$ cat config.mk
export PLATFORM = sky130hd
export DESIGN_NAME = keypad_matrix_scanner
export DESIGN_NICKNAME = d
export VERILOG_FILES = /design/src/rtl/kms_pkg.sv /design/src/rtl/kms_cfg.sv /design/src/rtl/kms_scan.sv /design/src/rtl/keypad_matrix_scanner.sv
export SDC_FILE = /design/constraint.sdc
export NUM_CORES = 1
export LEC_CHECK = 0
export BUFFER_PORTS_ARGS = -buffer_cell sky130_fd_sc_hd__buf_2
export CAP_MARGIN = 20
export CORE_UTILIZATION = 41
export CTS_CLUSTER_SIZE = 25
export DETAILED_ROUTE_END_ITERATION = 8
export SYNTH_ARGS = -nofsm -noshare
export SYNTH_HDL_FRONTEND = slang
export SYNTH_SLANG_ARGS = --single-unit
$ cat constraint.sdc
create_clock -name clk -period 8.45 [get_ports clk]
set_input_delay 0.845 -clock clk [delete_from_list [all_inputs] [get_ports clk]]
set_output_delay 0.845 -clock clk [all_outputs]
set_load 0.02 [all_outputs]
$ cat src/rtl/kms_pkg.sv
// kms_pkg: shared types and constants for the keypad matrix scanner.
// No dependencies.
package kms_pkg;

  localparam int unsigned ROW_BITS = 3;
  localparam int unsigned COL_BITS = 3;
  localparam int unsigned COUNT_BITS = 4;
  localparam int unsigned LINE_BITS = 8;
  localparam int unsigned MS_BITS = 16;
  localparam int unsigned CODE_BITS = 8;

  localparam logic [1:0] REG_MIN_INTERVAL = 2'd0;
  localparam logic [1:0] REG_ROWS_IN_USE = 2'd1;
  localparam logic [1:0] REG_COLUMNS_IN_USE = 2'd2;

  localparam logic [MS_BITS-1:0] MIN_INTERVAL_RESET = 16'd20;
  localparam logic [MS_BITS-1:0] ELAPSED_MAX = 16'hFFFF;
  localparam logic [LINE_BITS-1:0] ROWS_IDLE = 8'hFF;

  localparam logic [CODE_BITS-1:0] CODE_RELEASED = 8'h00;
  localparam logic [1:0] CODE_SINGLE_TAG = 2'b01;
  localparam logic [CODE_BITS-1:0] CODE_SEVERAL = 8'h80;

  typedef enum logic [1:0] {
    EVENT_RELEASED = 2'd0,
    EVENT_SINGLE = 2'd1,
    EVENT_SEVERAL = 2'd2
  } event_kind_t;

  typedef struct packed {
    logic [MS_BITS-1:0] min_interval_ms;
    logic [COUNT_BITS-1:0] rows;
    logic [COUNT_BITS-1:0] columns;
  } cfg_t;

  typedef struct packed {
    logic [LINE_BITS-1:0] row_drive;
    logic event_valid;
    event_kind_t event_kind;
    logic [ROW_BITS-1:0] key_row;
    logic [COL_BITS-1:0] key_column;
  } result_t;

endpackage

$ cat src/rtl/kms_cfg.sv
// kms_cfg: configuration registers; row and column counts are clamped on write.
// Depends on kms_pkg.
module kms_cfg #(
  parameter int MAX_ROWS = 8,
  parameter int MAX_COLUMNS = 8
) (
  input  logic clk,
  input  logic rst,
  input  logic wr_en,
  input  logic [1:0] wr_index,
  input  logic [kms_pkg::MS_BITS-1:0] wr_data,
  output kms_pkg::cfg_t cfg
);

  localparam logic [kms_pkg::COUNT_BITS-1:0] ROWS_MAX = kms_pkg::COUNT_BITS'(MAX_ROWS);
  localparam logic [kms_pkg::COUNT_BITS-1:0] COLS_MAX = kms_pkg::COUNT_BITS'(MAX_COLUMNS);

  logic [kms_pkg::COUNT_BITS-1:0] wr_count;
  logic [kms_pkg::COUNT_BITS-1:0] rows_clamped;
  logic [kms_pkg::COUNT_BITS-1:0] cols_clamped;

  assign wr_count = wr_data[kms_pkg::COUNT_BITS-1:0];

  always_comb begin
    if (wr_count == '0) begin
      rows_clamped = kms_pkg::COUNT_BITS'(1);
      cols_clamped = kms_pkg::COUNT_BITS'(1);
    end else begin
      rows_clamped = (wr_count > ROWS_MAX) ? ROWS_MAX : wr_count;
      cols_clamped = (wr_count > COLS_MAX) ? COLS_MAX : wr_count;
    end
  end

  always_ff @(posedge clk) begin
    if (rst) begin
      cfg.min_interval_ms <= kms_pkg::MIN_INTERVAL_RESET;
      cfg.rows <= ROWS_MAX;
      cfg.columns <= COLS_MAX;
    end else if (wr_en) begin
      case (wr_index)
        kms_pkg::REG_MIN_INTERVAL: cfg.min_interval_ms <= wr_data;
        kms_pkg::REG_ROWS_IN_USE: cfg.rows <= rows_clamped;
        kms_pkg::REG_COLUMNS_IN_USE: cfg.columns <= cols_clamped;
        default: ;
      endcase
    end
  end

endmodule

$ cat src/rtl/kms_scan.sv
// kms_scan: scan state registers and the per-word row sampling logic.
// Depends on kms_pkg.
module kms_scan (
  input  logic clk,
  input  logic rst,
  input  logic accept,
  input  logic tick,
  input  logic [kms_pkg::LINE_BITS-1:0] levels,
  input  kms_pkg::cfg_t cfg,
  output kms_pkg::result_t result
);

  logic [kms_pkg::MS_BITS-1:0] elapsed_ms, elapsed_ms_next, elapsed_inc;
  logic scanning, scanning_next;
  logic [kms_pkg::ROW_BITS-1:0] current_row, current_row_next;
  logic key_found, key_found_next;
  logic several_found, several_found_next;
  logic [kms_pkg::ROW_BITS-1:0] found_row, found_row_next;
  logic [kms_pkg::COL_BITS-1:0] found_column, found_column_next;
  logic [kms_pkg::CODE_BITS-1:0] last_code, last_code_next;

  logic [kms_pkg::LINE_BITS-1:0] col_mask, lows;
  logic [kms_pkg::COL_BITS-1:0] low_index;
  logic [kms_pkg::COUNT_BITS-1:0] row_inc;
  logic [kms_pkg::CODE_BITS-1:0] code;

  assign elapsed_inc = (tick && elapsed_ms != kms_pkg::ELAPSED_MAX) ?
                       elapsed_ms + kms_pkg::MS_BITS'(1) : elapsed_ms;
  assign col_mask = kms_pkg::LINE_BITS'(8'hFF >> (kms_pkg::COUNT_BITS'(8) - cfg.columns));
  assign lows = ~levels & col_mask;
  assign row_inc = {1'b0, current_row} + kms_pkg::COUNT_BITS'(1);

  always_comb begin
    low_index = '0;
    for (int i = kms_pkg::LINE_BITS - 1; i >= 0; i--) begin
      if (lows[i]) low_index = kms_pkg::COL_BITS'(i);
    end
  end

  always_comb begin
    elapsed_ms_next = elapsed_inc;
    scanning_next = scanning;
    current_row_next = current_row;
    key_found_next = key_found;
    several_found_next = several_found;
    found_row_next = found_row;
    found_column_next = found_column;
    last_code_next = last_code;
    code = kms_pkg::CODE_RELEASED;
    result = '0;
    result.row_drive = kms_pkg::ROWS_IDLE;
    result.event_kind = kms_pkg::EVENT_RELEASED;

    if (scanning) begin
      if (lows != '0) begin
        if (((lows & (lows - kms_pkg::LINE_BITS'(1))) != '0) || key_found) begin
          several_found_next = 1'b1;
        end else begin
          key_found_next = 1'b1;
          found_row_next = current_row;
          found_column_next = low_index;
        end
      end
      if (row_inc >= cfg.rows) begin
        scanning_next = 1'b0;
        current_row_next = '0;
        if (several_found_next) begin
          code = kms_pkg::CODE_SEVERAL;
        end else if (key_found_next) begin
          code = {kms_pkg::CODE_SINGLE_TAG, found_row_next, found_column_next};
        end
        if (code != last_code) begin
          last_code_next = code;
          result.event_valid = 1'b1;
          if (several_found_next) begin
            result.event_kind = kms_pkg::EVENT_SEVERAL;
          end else if (key_found_next) begin
            result.event_kind = kms_pkg::EVENT_SINGLE;
            result.key_row = found_row_next;
            result.key_column = found_column_next;
          end
        end
      end else begin
        current_row_next = row_inc[kms_pkg::ROW_BITS-1:0];
        result.row_drive = ~(kms_pkg::LINE_BITS'(1) << row_inc[kms_pkg::ROW_BITS-1:0]);
      end
    end else if (elapsed_inc >= cfg.min_interval_ms) begin
      scanning_next = 1'b1;
      current_row_next = '0;
      elapsed_ms_next = '0;
      key_found_next = 1'b0;
      several_found_next = 1'b0;
      found_row_next = '0;
      found_column_next = '0;
      result.row_drive = ~kms_pkg::LINE_BITS'(1);
    end
  end

  always_ff @(posedge clk) begin
    if (rst) begin
      elapsed_ms <= kms_pkg::ELAPSED_MAX;
      scanning <= 1'b0;
      current_row <= '0;
      key_found <= 1'b0;
      several_found <= 1'b0;
      found_row <= '0;
      found_column <= '0;
      last_code <= kms_pkg::CODE_RELEASED;
    end else if (accept) begin
      elapsed_ms <= elapsed_ms_next;
      scanning <= scanning_next;
      current_row <= current_row_next;
      key_found <= key_found_next;
      several_found <= several_found_next;
      found_row <= found_row_next;
      found_column <= found_column_next;
      last_code <= last_code_next;
    end
  end

endmodule

$ cat src/rtl/keypad_matrix_scanner.sv
// keypad_matrix_scanner: top level, config registers, scan logic, result register.
// Depends on kms_pkg, kms_cfg, kms_scan.
//
// Usage:
//   Item channel (item_valid/item_stall) carries one word per cycle unless stalled:
//   ms_tick and the active-low column levels sampled under the previous row drive.
//   Result channel (result_valid/result_stall) returns one word per item:
//   row_drive for the next sample plus an optional changed-key event.
//   Config channel (cfg_valid/cfg_ready, always ready) writes min interval,
//   rows in use and columns in use by index; write only while idle.
// Timing:
//   Result word is registered and appears in the cycle after its item is accepted. One item
//   per cycle is sustained while result_stall is low; the single result register sets the rate.
// Stall:
//   While result_stall holds a waiting word, item_stall is raised and the
//   word is held. A new item is taken in the same cycle the old word leaves.
// Reset:
//   Synchronous; the elapsed count starts saturated so the first scan begins on the
//   first item, last reported state is all released, no result word is pending.
module keypad_matrix_scanner #(
  parameter int MAX_ROWS = 8,
  parameter int MAX_COLUMNS = 8
) (
  input  logic clk,
  input  logic rst,
  input  logic item_valid,
  output logic item_stall,
  input  logic ms_tick,
  input  logic [7:0] column_levels,
  output logic result_valid,
  input  logic result_stall,
  output logic [7:0] row_drive,
  output logic event_valid,
  output logic [1:0] event_kind,
  output logic [2:0] key_row,
  output logic [2:0] key_column,
  input  logic cfg_valid,
  output logic cfg_ready,
  input  logic [1:0] cfg_index,
  input  logic [15:0] cfg_data
);

  kms_pkg::cfg_t cfg;
  kms_pkg::result_t result;
  logic accept;

  assign cfg_ready = 1'b1;
  assign item_stall = result_valid && result_stall;
  assign accept = item_valid && !item_stall;

  kms_cfg #(
    .MAX_ROWS(MAX_ROWS),
    .MAX_COLUMNS(MAX_COLUMNS)
  ) u_cfg (
    .clk(clk),
    .rst(rst),
    .wr_en(cfg_valid && cfg_ready),
    .wr_index(cfg_index),
    .wr_data(cfg_data),
    .cfg(cfg)
  );

  kms_scan u_scan (
    .clk(clk),
    .rst(rst),
    .accept(accept),
    .tick(ms_tick),
    .levels(column_levels),
    .cfg(cfg),
    .result(result)
  );

  always_ff @(posedge clk) begin
    if (rst) begin
      result_valid <= 1'b0;
    end else if (accept) begin
      result_valid <= 1'b1;
    end else if (!result_stall) begin
      result_valid <= 1'b0;
    end
  end

  always_ff @(posedge clk) begin
    if (accept) begin
      row_drive <= result.row_drive;
      event_valid <= result.event_valid;
      event_kind <= result.event_kind;
      key_row <= result.key_row;
      key_column <= result.key_column;
    end
  end

endmodule

---- Word-level counts from Yosys, hierarchy flattened ----
Cells that the tools add are included.
word-level totals
  register bits ........................... 78
  bits of input ports ..................... 32
  word-level logic and storage cells ...... 103
operators by class
  add/sub/neg operators ................... 4
  $lt $le $gt $ge ......................... 3
  equal/unequal tests ..................... 5
  shifts and indexed selects .............. 2
  mux-type cells .......................... 46
  bitwise logic cells ..................... 7
  reduce and logical (&&, ||, !) cells .... 18
operators by type and width
  operator                                                             count
  3-bit two-way mux                                                    17
  16-bit two-way mux                                                   3
  8-bit two-way mux                                                    5
  16-bit by 1-bit adder with 16-bit output (second input constant)     1
  8-bit AND                                                            2
  16-bit greater-or-equal comparator                                   1
  16-bit != test (second input constant)                               1
  8-bit NOT                                                            2
  8-bit nonzero test                                                   2
  1-bit two-way mux                                                    15
  2-bit AND reduction                                                  5
  9-bit two-way mux                                                    1
  4-bit two-way mux                                                    2
  8-bit != test                                                        1
  1-bit by 3-bit left shift with 8-bit output (first input constant)   1
  8-bit by 4-bit >> shifter with 8-bit output (first input constant)   1
  8-bit by 1-bit subtractor with 8-bit output (second input constant)  1
  7-bit two-way mux                                                    1
  6-bit two-way mux                                                    1
  3-bit by 1-bit adder with 4-bit output (second input constant)       1
  4-bit greater-or-equal comparator                                    1
  4-bit greater-than comparator (second input constant)                1
  4-bit zero test                                                      1
  4-bit AND reduction                                                  1
  13 further kinds                                                     17

---- Longest topological paths before layout ----
Gate-level depths: netlist of the first run.
  depth after elaboration ................. 20
  gate-level depth with buffers ........... 22
  mapped depth without buffers ............ 19

---- Cells and area by module ----
A second synthesis of the first run with hierarchy kept.
unflattened totals
  cells, all modules ...................... 541
  area total of the unflattened synthesis .. 4,604.4 um^2
by module, submodules not included
  module                 times used  cells an instance  area each (um^2)  sequential area each (um^2)
  kms_scan               1           414                3,149.3           720.7
  kms_cfg                1           103                887.1             480.5
  keypad_matrix_scanner  1           24                 568.0             530.5

---- Least setup slack after synthesis of the first run ----
OpenSTA, ideal clock, no wires.
  path kind ............................... reg2reg
  start point ............................. register u_scan.elapsed_ms[4] (netlist bit)
  end point ............................... register u_scan.elapsed_ms[5] (netlist bit)
  library setup time ...................... 0.122 ns
  arrival ................................. 4.067 ns
  setup slack ............................. 4.261 ns
  cell stages (with the launch flop) ...... 23
  path buffers ............................ 3
  cell sequence ........................... dfxtp_1 clkbuf_1 nand3_1 nor3_1 nand4_1 o31a_1 clkbuf_1 and3_1 and3_1 and2_1 xor2_1 ha_1 a21o_1 a21oi_1 nor2b_1 o21ai_0 nand2b_1 a21oi_1 o31a_1 o31ai_1 clkbuf_1 nor3_1 a311o_1
between the ends
  word-level cells in the longest chain between the ends .. 6
  elaborated cells between the ends (all ways) .. 7
  those cells by class .................... add/sub: 1; order compare: 1; eq/ne: 1; mux: 3; reduce/logical: 1
ends and longest elaborated chain
  item                                                                              line             text
  start: declaration                                                                kms_scan.sv:13   logic [kms_pkg::MS_BITS-1:0] elapsed_ms, elapsed_ms_next, elapsed_inc;
  start signal: assignment                                                          kms_scan.sv:101  elapsed_ms <= kms_pkg::ELAPSED_MAX;
  start signal: assignment                                                          kms_scan.sv:110  elapsed_ms <= elapsed_ms_next;
  branches (longest 2 deep; another with 16-bit by 1-bit adder with 16-bit output)  --
  16-bit two-way mux *                                                              kms_scan.sv:27   assign elapsed_inc = (tick && elapsed_ms != kms_pkg::ELAPSED_MAX) ?
  16-bit greater-or-equal comparator                                                kms_scan.sv:87   end else if (elapsed_inc >= cfg.min_interval_ms) begin
  16-bit two-way mux                                                                kms_scan.sv:87
  16-bit two-way mux *                                                              kms_scan.sv:54   if (scanning) begin
Mark *: on every way between the ends.
A chain may end at the register's enable or synchronous reset.

---- Final worst setup path of the first run ----
  start point ............................. register u_scan.elapsed_ms[4] (netlist bit)
  end point ............................... register u_scan.elapsed_ms[14] (netlist bit)
The elaborated chain is that of the path after synthesis.

==> impl_metrics.toml, run 1 <==
[timing]
report.final.setup_viol = 0
worst_slew_pin_slew_ns = 0.7337
period_share_pct = 51.62
slew_headroom_pct = 51.09
rsz0062_at_grt = "no"
max_freq_ghz = 0.2292
final_max_slew_viol_count = 0
hold_viol = 0
clock_skew_ns = 0.01003
min_period_ns = 4.362
fin_tns_setup_ns = 0

[cells_and_area]
drive_above_1_share_pct = 15.70
fillers = 1086
postLayoutCellArea_mm2 = 0.005172
nets = 643
instances_no_fill = 726
diodes = 0
area_growth_pct = 11.97

[logic_synthesis]
synthAdderAreaFrac_pct = 8.126
synth_top_area_cell = "dfxtp_1"
synth-edff-count = 17
muxShareOfSynthArea_pct = 4.740
synthXorXnorAreaFrac_pct = 3.792
yosys-top-cells-count = "nand2_1 (76), dfxtp_1 (61), a21oi_1 (51), nor2_1 (43), inv_1 (39)"
synth_warnings = 0
netlist_area_mm2 = 0.004619
syn-num-nets = 600
synth_top_family_by_area = "simple AND/OR/NAND/NOR gates"
syn_inst = 538
synth_top_area_share_pct = 26.44
seq_area_frac_synth_pct = 37.49
yosys-top-cells-area = "dfxtp_1 (26%), edfxtp_1 (11%), ha_1 (8.1%)"
syn_area_per_cell_um2 = 8.586
ys_async_sr_fraction_pct = 0
yosys.area_share.simple_pct = 22.21
synth_ff_type = "dfxtp_1"
synth-seq-cells = 78
synthMostInstantiatedCell = "nand2_1"
synth-compound-area-share_pct = 18.12
ys_types = 68

[routing]
first_iter_violations = 127
avgViaCountPerCell = 5.339
avgRoutedWirePerCell_um = 14.34
drtPass1Iterations = 5
drc_errors = 0
antenna_left = 0
wl_um = 10410
vias = 3876

[grt]
grt_max_degree = 70
grt_pass1_vias = 3815
antenna_found_initial = 0
grt_pass1_wl_um = 17520
grt-ovfl-total = 0
track_usage_pct = 19.37

[floorplan]
io_pins = 52
die_y_um = 108.1
dieWidth_um = 108.1
dieArea_mm2 = 0.01170
start_util_pct = 42.43
num_rows = 38
coreArea_mm2 = 0.01089

[worst_setup_path]
worstPathBufferInverterCount = 1
end_kind = "flip-flop"
crit_path_cell_trace = "nand3_1 -> nor3_1 -> nand4_1 -> o31a_1 -> and3_1 -> and3_1 -> and2_1 -> xor2_1 -> ha_1 -> a21o_1 -> a21oi_1 -> nor2b_1 -> o21ai_0 -> nand2b_1 -> a21oi_1 -> o31a_1 -> o31ai_1 -> buf_4 -> nor3b_1 -> a311o_1"
critPathKind = "flip-flop to flip-flop"
cp_max_fo = 14
crit_path_start_kind = "flip-flop"
critPathSlowestCell = "dfxtp_1"
slowest_delay_ns = 0.47
arrival_ns = 4.68
crit_family = "simple AND/OR/NAND/NOR gates"
r2r_slack_ns = 4.09
required_ns = 8.76

[clock_network]
path_clk_slew_ns = 0.08
cts_setup_buffers = 0
cts_max_level = 3
cts_buffer_depth = 2
post_cts_resized = 0
clk_latency_ns = 0.37
cts_root_buf = "clkbuf_8"
cts_buffers = 9
tritoncts = "done"
cts.sinks = 78
cts_hold_buf = 0

[power_and_ir_drop]
p_per_area_mw_per_mm2 = 167.3
p_leak_nw = 2.079
vdd_drop_max_mv = 0.07849

[placed_design]
place_inst = 709
dp.final_hpwl_um = 7483
port_buffers = 50
place_area_mm2 = 0.004971
routabilityCongestion = 0.8453

[outcome]
outcome = "finished, final reports clean"

[job]
maxCapViolCount = 0

[min_path]
hp-class = "flip-flop to flip-flop"
==> final timing paths <==
path	end	startpoint	depth (start not counted)
hold reg to reg	u_cfg.cfg[14]$_SDFFE_PP0P_	u_cfg.cfg[14]$_SDFFE_PP0P_	2
setup reg to reg	u_scan.elapsed_ms[14]$_SDFFE_PP1P_	u_scan.elapsed_ms[4]$_SDFFE_PP1P_	20
hold / removal	u_cfg.cfg[14]$_SDFFE_PP0P_	u_cfg.cfg[14]$_SDFFE_PP0P_	2
setup / recovery	u_scan.elapsed_ms[14]$_SDFFE_PP1P_	u_scan.elapsed_ms[4]$_SDFFE_PP1P_	20
==> power by group <==
group          switching, mW  leakage, nW  internal [mW]
combinational         0.0987         1.34         0.0676
sequential            0.0176        0.648          0.398
clock                  0.148       0.0883          0.135
==> routing by layer <==
metal | global-route usage, % | share of wire [%]
met1 | 22.74 | 44
met2 | 34.62 | 49
met3 | 2.954 | 5.0
met4 | 8.611 | 1.9
met5 | 0 | 0
==> worst min-delay path: stages, from the launching register on <==
cell	delay, ns
dfxtp_1	0.31
nand2_1	0.05
a21oi_1	0.05
==> placed cells by master (no fill, tap or decap), types with 6 or more instances in the layout <==
cell / synthesis / layout
o21ai_0: 14 / 14
a21o_1: 9 / 9
nor2_1: 43 / 43
a311o_1: 6 / 6
xnor2_1: 9 / 9
ha_1: 30 / 30
clkbuf_8: 0 / 9
nand2b_1: 16 / 16
mux2_4: 7 / 7
a211o_1: 6 / 6
nor3_1: 18 / 18
a21oi_1: 51 / 51
dfxtp_1: 61 / 61
inv_1: 39 / 39
nand3_1: 8 / 8
nand2_1: 76 / 76
mux2i_1: 8 / 8
buf_2: 0 / 50
xor2_1: 11 / 11
edfxtp_1: 17 / 17
nor2b_1: 10 / 10
nand4_1: 7 / 7
==> layout make-up <==
type / count / area, um^2 / share of cell area [%]
Sequential cell: 78 / 1732 / 33.48
Multi-Input combinational cell: 398 / 2641 / 51.06
Clock buffer: 10 / 127.6 / 2.467
Clock inverter: 6 / 62.56 / 1.209
Timing Repair Buffer: 54 / 284.0 / 5.491
Inverter: 40 / 150.1 / 2.903
Tap cell: 140 / 175.2 / 3.387
==> cell families after synthesis <==
kind of cell,Yosys count
other cells,1
mux,17
simple gates,207
fa+ha+maj,30
xor+xnor,20
buf+inv,62
compound gates,123
flops,78
==> registers in the layout, indices dropped and copies added (netlist names), 8 cells and up <==
register / flops
row_drive: 8
u_cfg.cfg: 24
u_scan.elapsed_ms: 16
u_scan.last_code: 8
==> per-stage QoR <==
| stage | hold slack, ns | total power, mW | setup WS [ns] | util (%) |
|---|---|---|---|---|
| after floorplan | 0.4363 | 0.5440 | 4.261 | - |
| after global placement | 0.4429 | 0.5853 | 4.228 | 45.66 |
| after detailed placement | 0.4471 | 0.5890 | 4.092 | 45.66 |
| after CTS | 0.4582 | 0.8705 | 4.037 | 47.40 |
| after global routing | 0.4904 | 0.9087 | 3.640 | 47.51 |
| final | 0.4564 | 0.8651 | 4.088 | 47.51 |
Note: power is estimated with default switching activity, not from simulation.
==> inputs of run 2 (changes only) <==
==> constraint.sdc (replaced) <==
create_clock -name clk -period 3.62 [get_ports clk]
set_input_delay 0.362 -clock clk [delete_from_list [all_inputs] [get_ports clk]]
set_output_delay 0.362 -clock clk [all_outputs]
set_load 0.02 [all_outputs]
==> run 2 against run 1 <==
  * Flip-flop and latch count unchanged
  * Maximum frequency is 18% higher
  * Via count increased by 6.8%
  * The flow now finishes with violations (negative setup slack)
  * Utilization grew 8.2 points
  * Largest power group unchanged
  * Final cell count grew 8.5%
  * Cell area increased by 17%
  * Largest cell class unchanged
  * Routed wire length is 9.2% higher
  * Die area unchanged
  * Setup slack got worse by 4.2 ns
  * Critical path depth unchanged
  * Clock skew shrank 0.0028 ns
==> impl_metrics.toml, run 2 (same netlist as run 1, synthesis figures left out) <==
[grt]
track_usage_pct = 20.05
grt_pass1_vias = 3828
grt_pass1_wl_um = 18310
grt_max_degree = 40
antenna_found_initial = 0
grt-ovfl-total = 0

[power_and_ir_drop]
p_per_area_mw_per_mm2 = 379.4
power.total_mw = 2.302
vdd_drop_max_mv = 0.2589
p_leak_nw = 2.489

[timing]
hold_viol = 0
report.final.setup_viol = 16
clock_skew_ns = 0.007230
timing.hold.ws_ns = 0.1910
setup_ws_ns = -0.08330
rsz0062_at_grt = "yes"
min_period_ns = 3.703
period_share_pct = 102.3
max_freq_ghz = 0.2700
worst_slew_pin_slew_ns = 0.7556
fin_tns_setup_ns = -0.6538
final_max_slew_viol_count = 0
slew_headroom_pct = 49.44

[floorplan]
dieWidth_um = 108.1
coreArea_mm2 = 0.01089
num_rows = 38
dieArea_mm2 = 0.01170
die_y_um = 108.1
io_pins = 52
start_util_pct = 42.43

[clock_network]
cts.sinks = 78
cts_root_buf = "clkbuf_8"
cts_buffers = 9
tritoncts = "done"
cts_buffer_depth = 2
cts_max_level = 3
path_clk_slew_ns = 0.08
clk_latency_ns = 0.37

[cells_and_area]
reg_top3 = "u_cfg.cfg: 24 flops, u_scan.elapsed_ms: 16 flops"
diodes = 0
regMostFlops = "u_cfg.cfg"
drive_above_1_share_pct = 33.49
final_cell_mix = "nand2_1 (71), buf_4 (54), dfxtp_1 (54)"
instances_no_fill = 788
largest_reg_flops = 24
layout_commonest_cell = "nand2_1"
area_growth_pct = 31.34
nets = 705
postLayoutCellArea_mm2 = 0.006067
post-route-util_pct = 55.72

[routing]
dr_wl_met2_um = 5674
avgViaCountPerCell = 5.255
antenna_left = 0
drc_errors = 0
avgRoutedWirePerCell_um = 14.43
routed.top_layer = "met4"
drtPass1Iterations = 4
wl_um = 11370
wl_met1_um = 5138
first_iter_violations = 157
vias = 4141
met3WireLength_um = 352

[worst_setup_path]
arrival_ns = 4.01
reg2reg_depth = 20
critPathKind = "flip-flop to flip-flop"
required_ns = 3.92
cp.depth = 20
end_kind = "flip-flop"
cp_max_fo = 4
critPathSlowestCell = "dfxtp_2"
worstPathBufferInverterCount = 2
crit_family = "compound AO/OA/AOI/OAI gates"
critPathMostFrequentCell = "o31a_1"
crit_path_start_kind = "flip-flop"
slowest_delay_ns = 0.37
crit_path_cell_trace = "nand3_4 -> nor3_4 -> nand4_1 -> o31a_1 -> buf_6 -> nand4_1 -> nor2_2 -> xor2_1 -> ha_1 -> a21o_1 -> a21oi_1 -> nor2b_1 -> o21ai_1 -> nand2b_1 -> a21oi_2 -> o31a_1 -> o31a_1 -> buf_6 -> o21ai_1 -> a21oi_1"

[placed_design]
routabilityCongestion = 0.8562
place_area_mm2 = 0.005348
port_buffers = 50
dp.final_hpwl_um = 7933
place_inst = 751
dp_worst_setup_slack_ns = -0.2080

[min_path]
hold_depth = 2
hp-class = "input pin to flip-flop"

[outcome]
outcome = "complete, but fails checks"
violations = "negative setup slack"

[job]
maxCapViolCount = 0
-- run 2: final timing paths --
check / start / to / slack, ns
worst max-delay path: u_scan.elapsed_ms[6]$_SDFFE_PP1P_ / u_scan.found_row[2]$_SDFFE_PP0P_ / -0.08
worst min-delay path: cfg_data[4] / u_cfg.cfg[12]$_SDFFE_PP1P_ / 0.19
worst max register to register: u_scan.elapsed_ms[6]$_SDFFE_PP1P_ / u_scan.found_row[2]$_SDFFE_PP0P_ / -0.08
worst min register to register: u_cfg.cfg[18]$_SDFFE_PP0P_ / u_cfg.cfg[18]$_SDFFE_PP0P_ / 0.46
-- run 2: timing repair --
item                                    CTS  global route
hold endpoints to repair                  0             0
gates resized for setup                   8            77
gates cloned                              0             1
pin swaps                                 5            36
buffers inserted                          4            16
endpoints found under the setup margin   45            46
hold buffers                              0             0
-- run 2: routing by layer --
| metal | up-vias | global-route usage, % |
|---|---|---|
| met1 | 1959 | 25.07 |
| met2 | 73 | 33.94 |
| met4 | 0 | 8.121 |
| met3 | 16 | 3.556 |
| met5 | - | 0 |
| li1 | 2093 | - |
-- run 2: final cells by class --
cell class | instances | area [um^2]
clock inverter | 6 | 85.08
inverter | 40 | 150.1
fill | 1010 | 4821
tap | 140 | 175.2
timing repair buffer | 115 | 779.5
sequential | 78 | 1740
clock buffer | 10 | 137.6
multi-input combinational | 399 | 2999
-- run 2: report_power, final --
group | total, mW | switching [mW] | internal [mW]
Clock | 0.758 | 0.354 | 0.405
Sequential | 0.960 | 0.0298 | 0.930
Combinational | 0.584 | 0.312 | 0.272
Total | 2.30 | 0.696 | 1.61
==> inputs of run 3 (changes only) <==
--- a/config.mk
+++ b/config.mk
@@ -5,11 +5,13 @@
 export SDC_FILE = /design/constraint.sdc
 export NUM_CORES = 1
 export LEC_CHECK = 0
+export ABC_CLOCK_PERIOD_IN_PS = 3620
 export BUFFER_PORTS_ARGS = -buffer_cell sky130_fd_sc_hd__buf_2
 export CAP_MARGIN = 20
 export CORE_UTILIZATION = 41
 export CTS_CLUSTER_SIZE = 25
 export DETAILED_ROUTE_END_ITERATION = 8
+export RECOVER_POWER = 100
 export SYNTH_ARGS = -nofsm -noshare
 export SYNTH_HDL_FRONTEND = slang
 export SYNTH_SLANG_ARGS = --single-unit
==> run 3 against run 2 <==
  * Power barely moved
  * The run still ends with negative setup slack left
  * Worst hold slack stayed put
  * Setup slack unchanged
  * Global-route usage is the same
  * Via count unchanged
  * Combinational power is essentially flat
  * Utilization is essentially flat
  * Maximum frequency stayed put
  * Flip-flop and latch count did not move
  * Cell area barely moved
  * Die area unchanged
  * Largest cell class unchanged
==> impl_metrics.toml, run 3 (same netlist as run 1, synthesis figures left out) <==
[worst_setup_path]
reg2reg_depth = 20
r2r_end = "u_scan.found_row[2]$_SDFFE_PP0P_"
critPathMostFrequentCell = "o31a_1"
crit_path_start_kind = "flip-flop"
critPathKind = "flip-flop to flip-flop"
r2r-start = "u_scan.elapsed_ms[6]$_SDFFE_PP1P_"
crit_path_cell_trace = "nand3_4 -> nor3_4 -> nand4_1 -> o31a_1 -> buf_6 -> nand4_1 -> nor2_2 -> xor2_1 -> ha_1 -> a21o_1 -> a21oi_1 -> nor2b_1 -> o21ai_1 -> nand2b_1 -> a21oi_2 -> o31a_1 -> o31a_1 -> buf_6 -> o21ai_1 -> a21oi_1"
worstPathBufferInverterCount = 2
cp.depth = 20
cp_max_fo = 4
crit_start = "u_scan.elapsed_ms[6]$_SDFFE_PP1P_"
end_kind = "flip-flop"
arrival_ns = 4.01
critPathSlowestCell = "dfxtp_2"
r2r_slack_ns = -0.08
required_ns = 3.92
crit_family = "compound AO/OA/AOI/OAI gates"
endpoint = "u_scan.found_row[2]$_SDFFE_PP0P_"
slowest_delay_ns = 0.37

[grt]
grt-ovfl-total = 0
track_usage_pct = 20.05
antenna_found_initial = 0
grt_pass1_vias = 3828
grt_pass1_wl_um = 18310
grt_max_degree = 40

[timing]
hold_viol = 0
fin_tns_setup_ns = -0.6538
clock_skew_ns = 0.007227
rsz0062_at_grt = "yes"
report.final.setup_viol = 16
slew_headroom_pct = 49.44
max_freq_ghz = 0.2700
worst_slew_pin_slew_ns = 0.7556
period_share_pct = 102.3
setup_ws_ns = -0.08330
min_period_ns = 3.703
final_max_slew_viol_count = 0

[routing]
avgViaCountPerCell = 5.255
drc_errors = 0
vias = 4141
wl_um = 11370
antenna_left = 0
first_iter_violations = 157
drtPass1Iterations = 4
avgRoutedWirePerCell_um = 14.43

[min_path]
hp-class = "input pin to flip-flop"
min_from = "cfg_data[4]"

[clock_network]
cts_max_level = 3
clk_latency_ns = 0.37
path_clk_slew_ns = 0.08
cts_hold_buf = 0
cts_buffer_depth = 2
cts_buffers = 9
tritoncts = "done"
cts_root_buf = "clkbuf_8"
cts.sinks = 78

[cells_and_area]
postLayoutCellArea_mm2 = 0.006062
final_cell_mix = "nand2_1 (71), buf_4 (54), dfxtp_1 (54)"
post-route-util_pct = 55.68
layout_commonest_cell = "nand2_1"
reg_top3 = "u_cfg.cfg: 24 flops, u_scan.elapsed_ms: 16 flops"
multi_input_area_mm2 = 0.002999
drive_above_1_share_pct = 32.87
nets = 705
regMostFlops = "u_cfg.cfg"
fillers = 1011
area_growth_pct = 31.23
seq_area_mm2 = 0.001740
largest_reg_flops = 24
diodes = 0

[floorplan]
dieArea_mm2 = 0.01170
start_util_pct = 42.43
dieWidth_um = 108.1
coreArea_mm2 = 0.01089
die_y_um = 108.1
num_rows = 38
io_pins = 52

[placed_design]
place_area_mm2 = 0.005348
port_buffers = 50
dp.final_hpwl_um = 7933
routabilityCongestion = 0.8562

[outcome]
violations = "negative setup slack"
outcome = "complete, but fails checks"

[power_and_ir_drop]
vdd_drop_max_mv = 0.2589
p_leak_nw = 2.478
p_per_area_mw_per_mm2 = 379.7

[job]
maxCapViolCount = 0
-- run 3: cell count changes in the layout (fill, tap and decap cells not counted) --
| cell | delta |
|---|---|
| buf_2 | -4 |
| clkbuf_1 | +4 |
-- run 3: power breakdown --
part           total (mW)  internal [mW]  switching, mW
sequential          0.960          0.930         0.0299
combinational       0.583          0.271          0.312
clock               0.758          0.405          0.354
total                2.30           1.61          0.696
-- run 3: per-layer routing --
| layer | GRT usage (%) | wire length [um] | up-vias |
|---|---|---|---|
| met4 | 8.121 | 201 | 0 |
| met2 | 33.94 | 5674 | 73 |
| met3 | 3.556 | 354 | 16 |
| met5 | 0 | 0 | - |
| met1 | 25.07 | 5140 | 1959 |
| li1 | - | - | 2093 |
-- run 3: worst min path at each step --
stage                                             to  slack, ns  cells after the start
after detailed placement  u_cfg.cfg[18]$_SDFFE_PP0P_       0.45                      2
final                     u_cfg.cfg[12]$_SDFFE_PP1P_       0.19                      2
after global routing      u_cfg.cfg[12]$_SDFFE_PP1P_       0.18                      2
after global placement    u_cfg.cfg[16]$_SDFFE_PP0P_       0.44                      2
after floorplan           u_cfg.cfg[11]$_SDFFE_PP0P_       0.44                      2
after CTS                 u_cfg.cfg[12]$_SDFFE_PP1P_       0.18                      2
-- run 3: area by class of cell --
class | count | share of cell area [%]
well taps | 140 | 2.890
multi-input cells | 399 | 49.47
inverters | 40 | 2.477
flip-flops and latches | 78 | 28.71
clock inverters | 6 | 1.404
clock buffers | 10 | 2.270
repair buffers | 115 | 12.78
-- run 3: what timing repair did --
item	in CTS	in global routing
endpoints found under the setup margin	45	46
gates cloned	0	1
resized for setup	8	77
pin swaps	5	36
buffers inserted	4	16
-- run 3: stage by stage --
stage	setup slack [ns]	power, mW	instances	hold WS [ns]
global placement	-0.1634	1.447	751	0.4417
finish	-0.08330	2.302	788	0.1910
floorplan	0.002487	1.292	538	0.4363
CTS	-0.004182	2.228	771	0.1789
detailed placement	-0.2080	1.456	751	0.4468
global route	-0.2289	2.417	788	0.1844
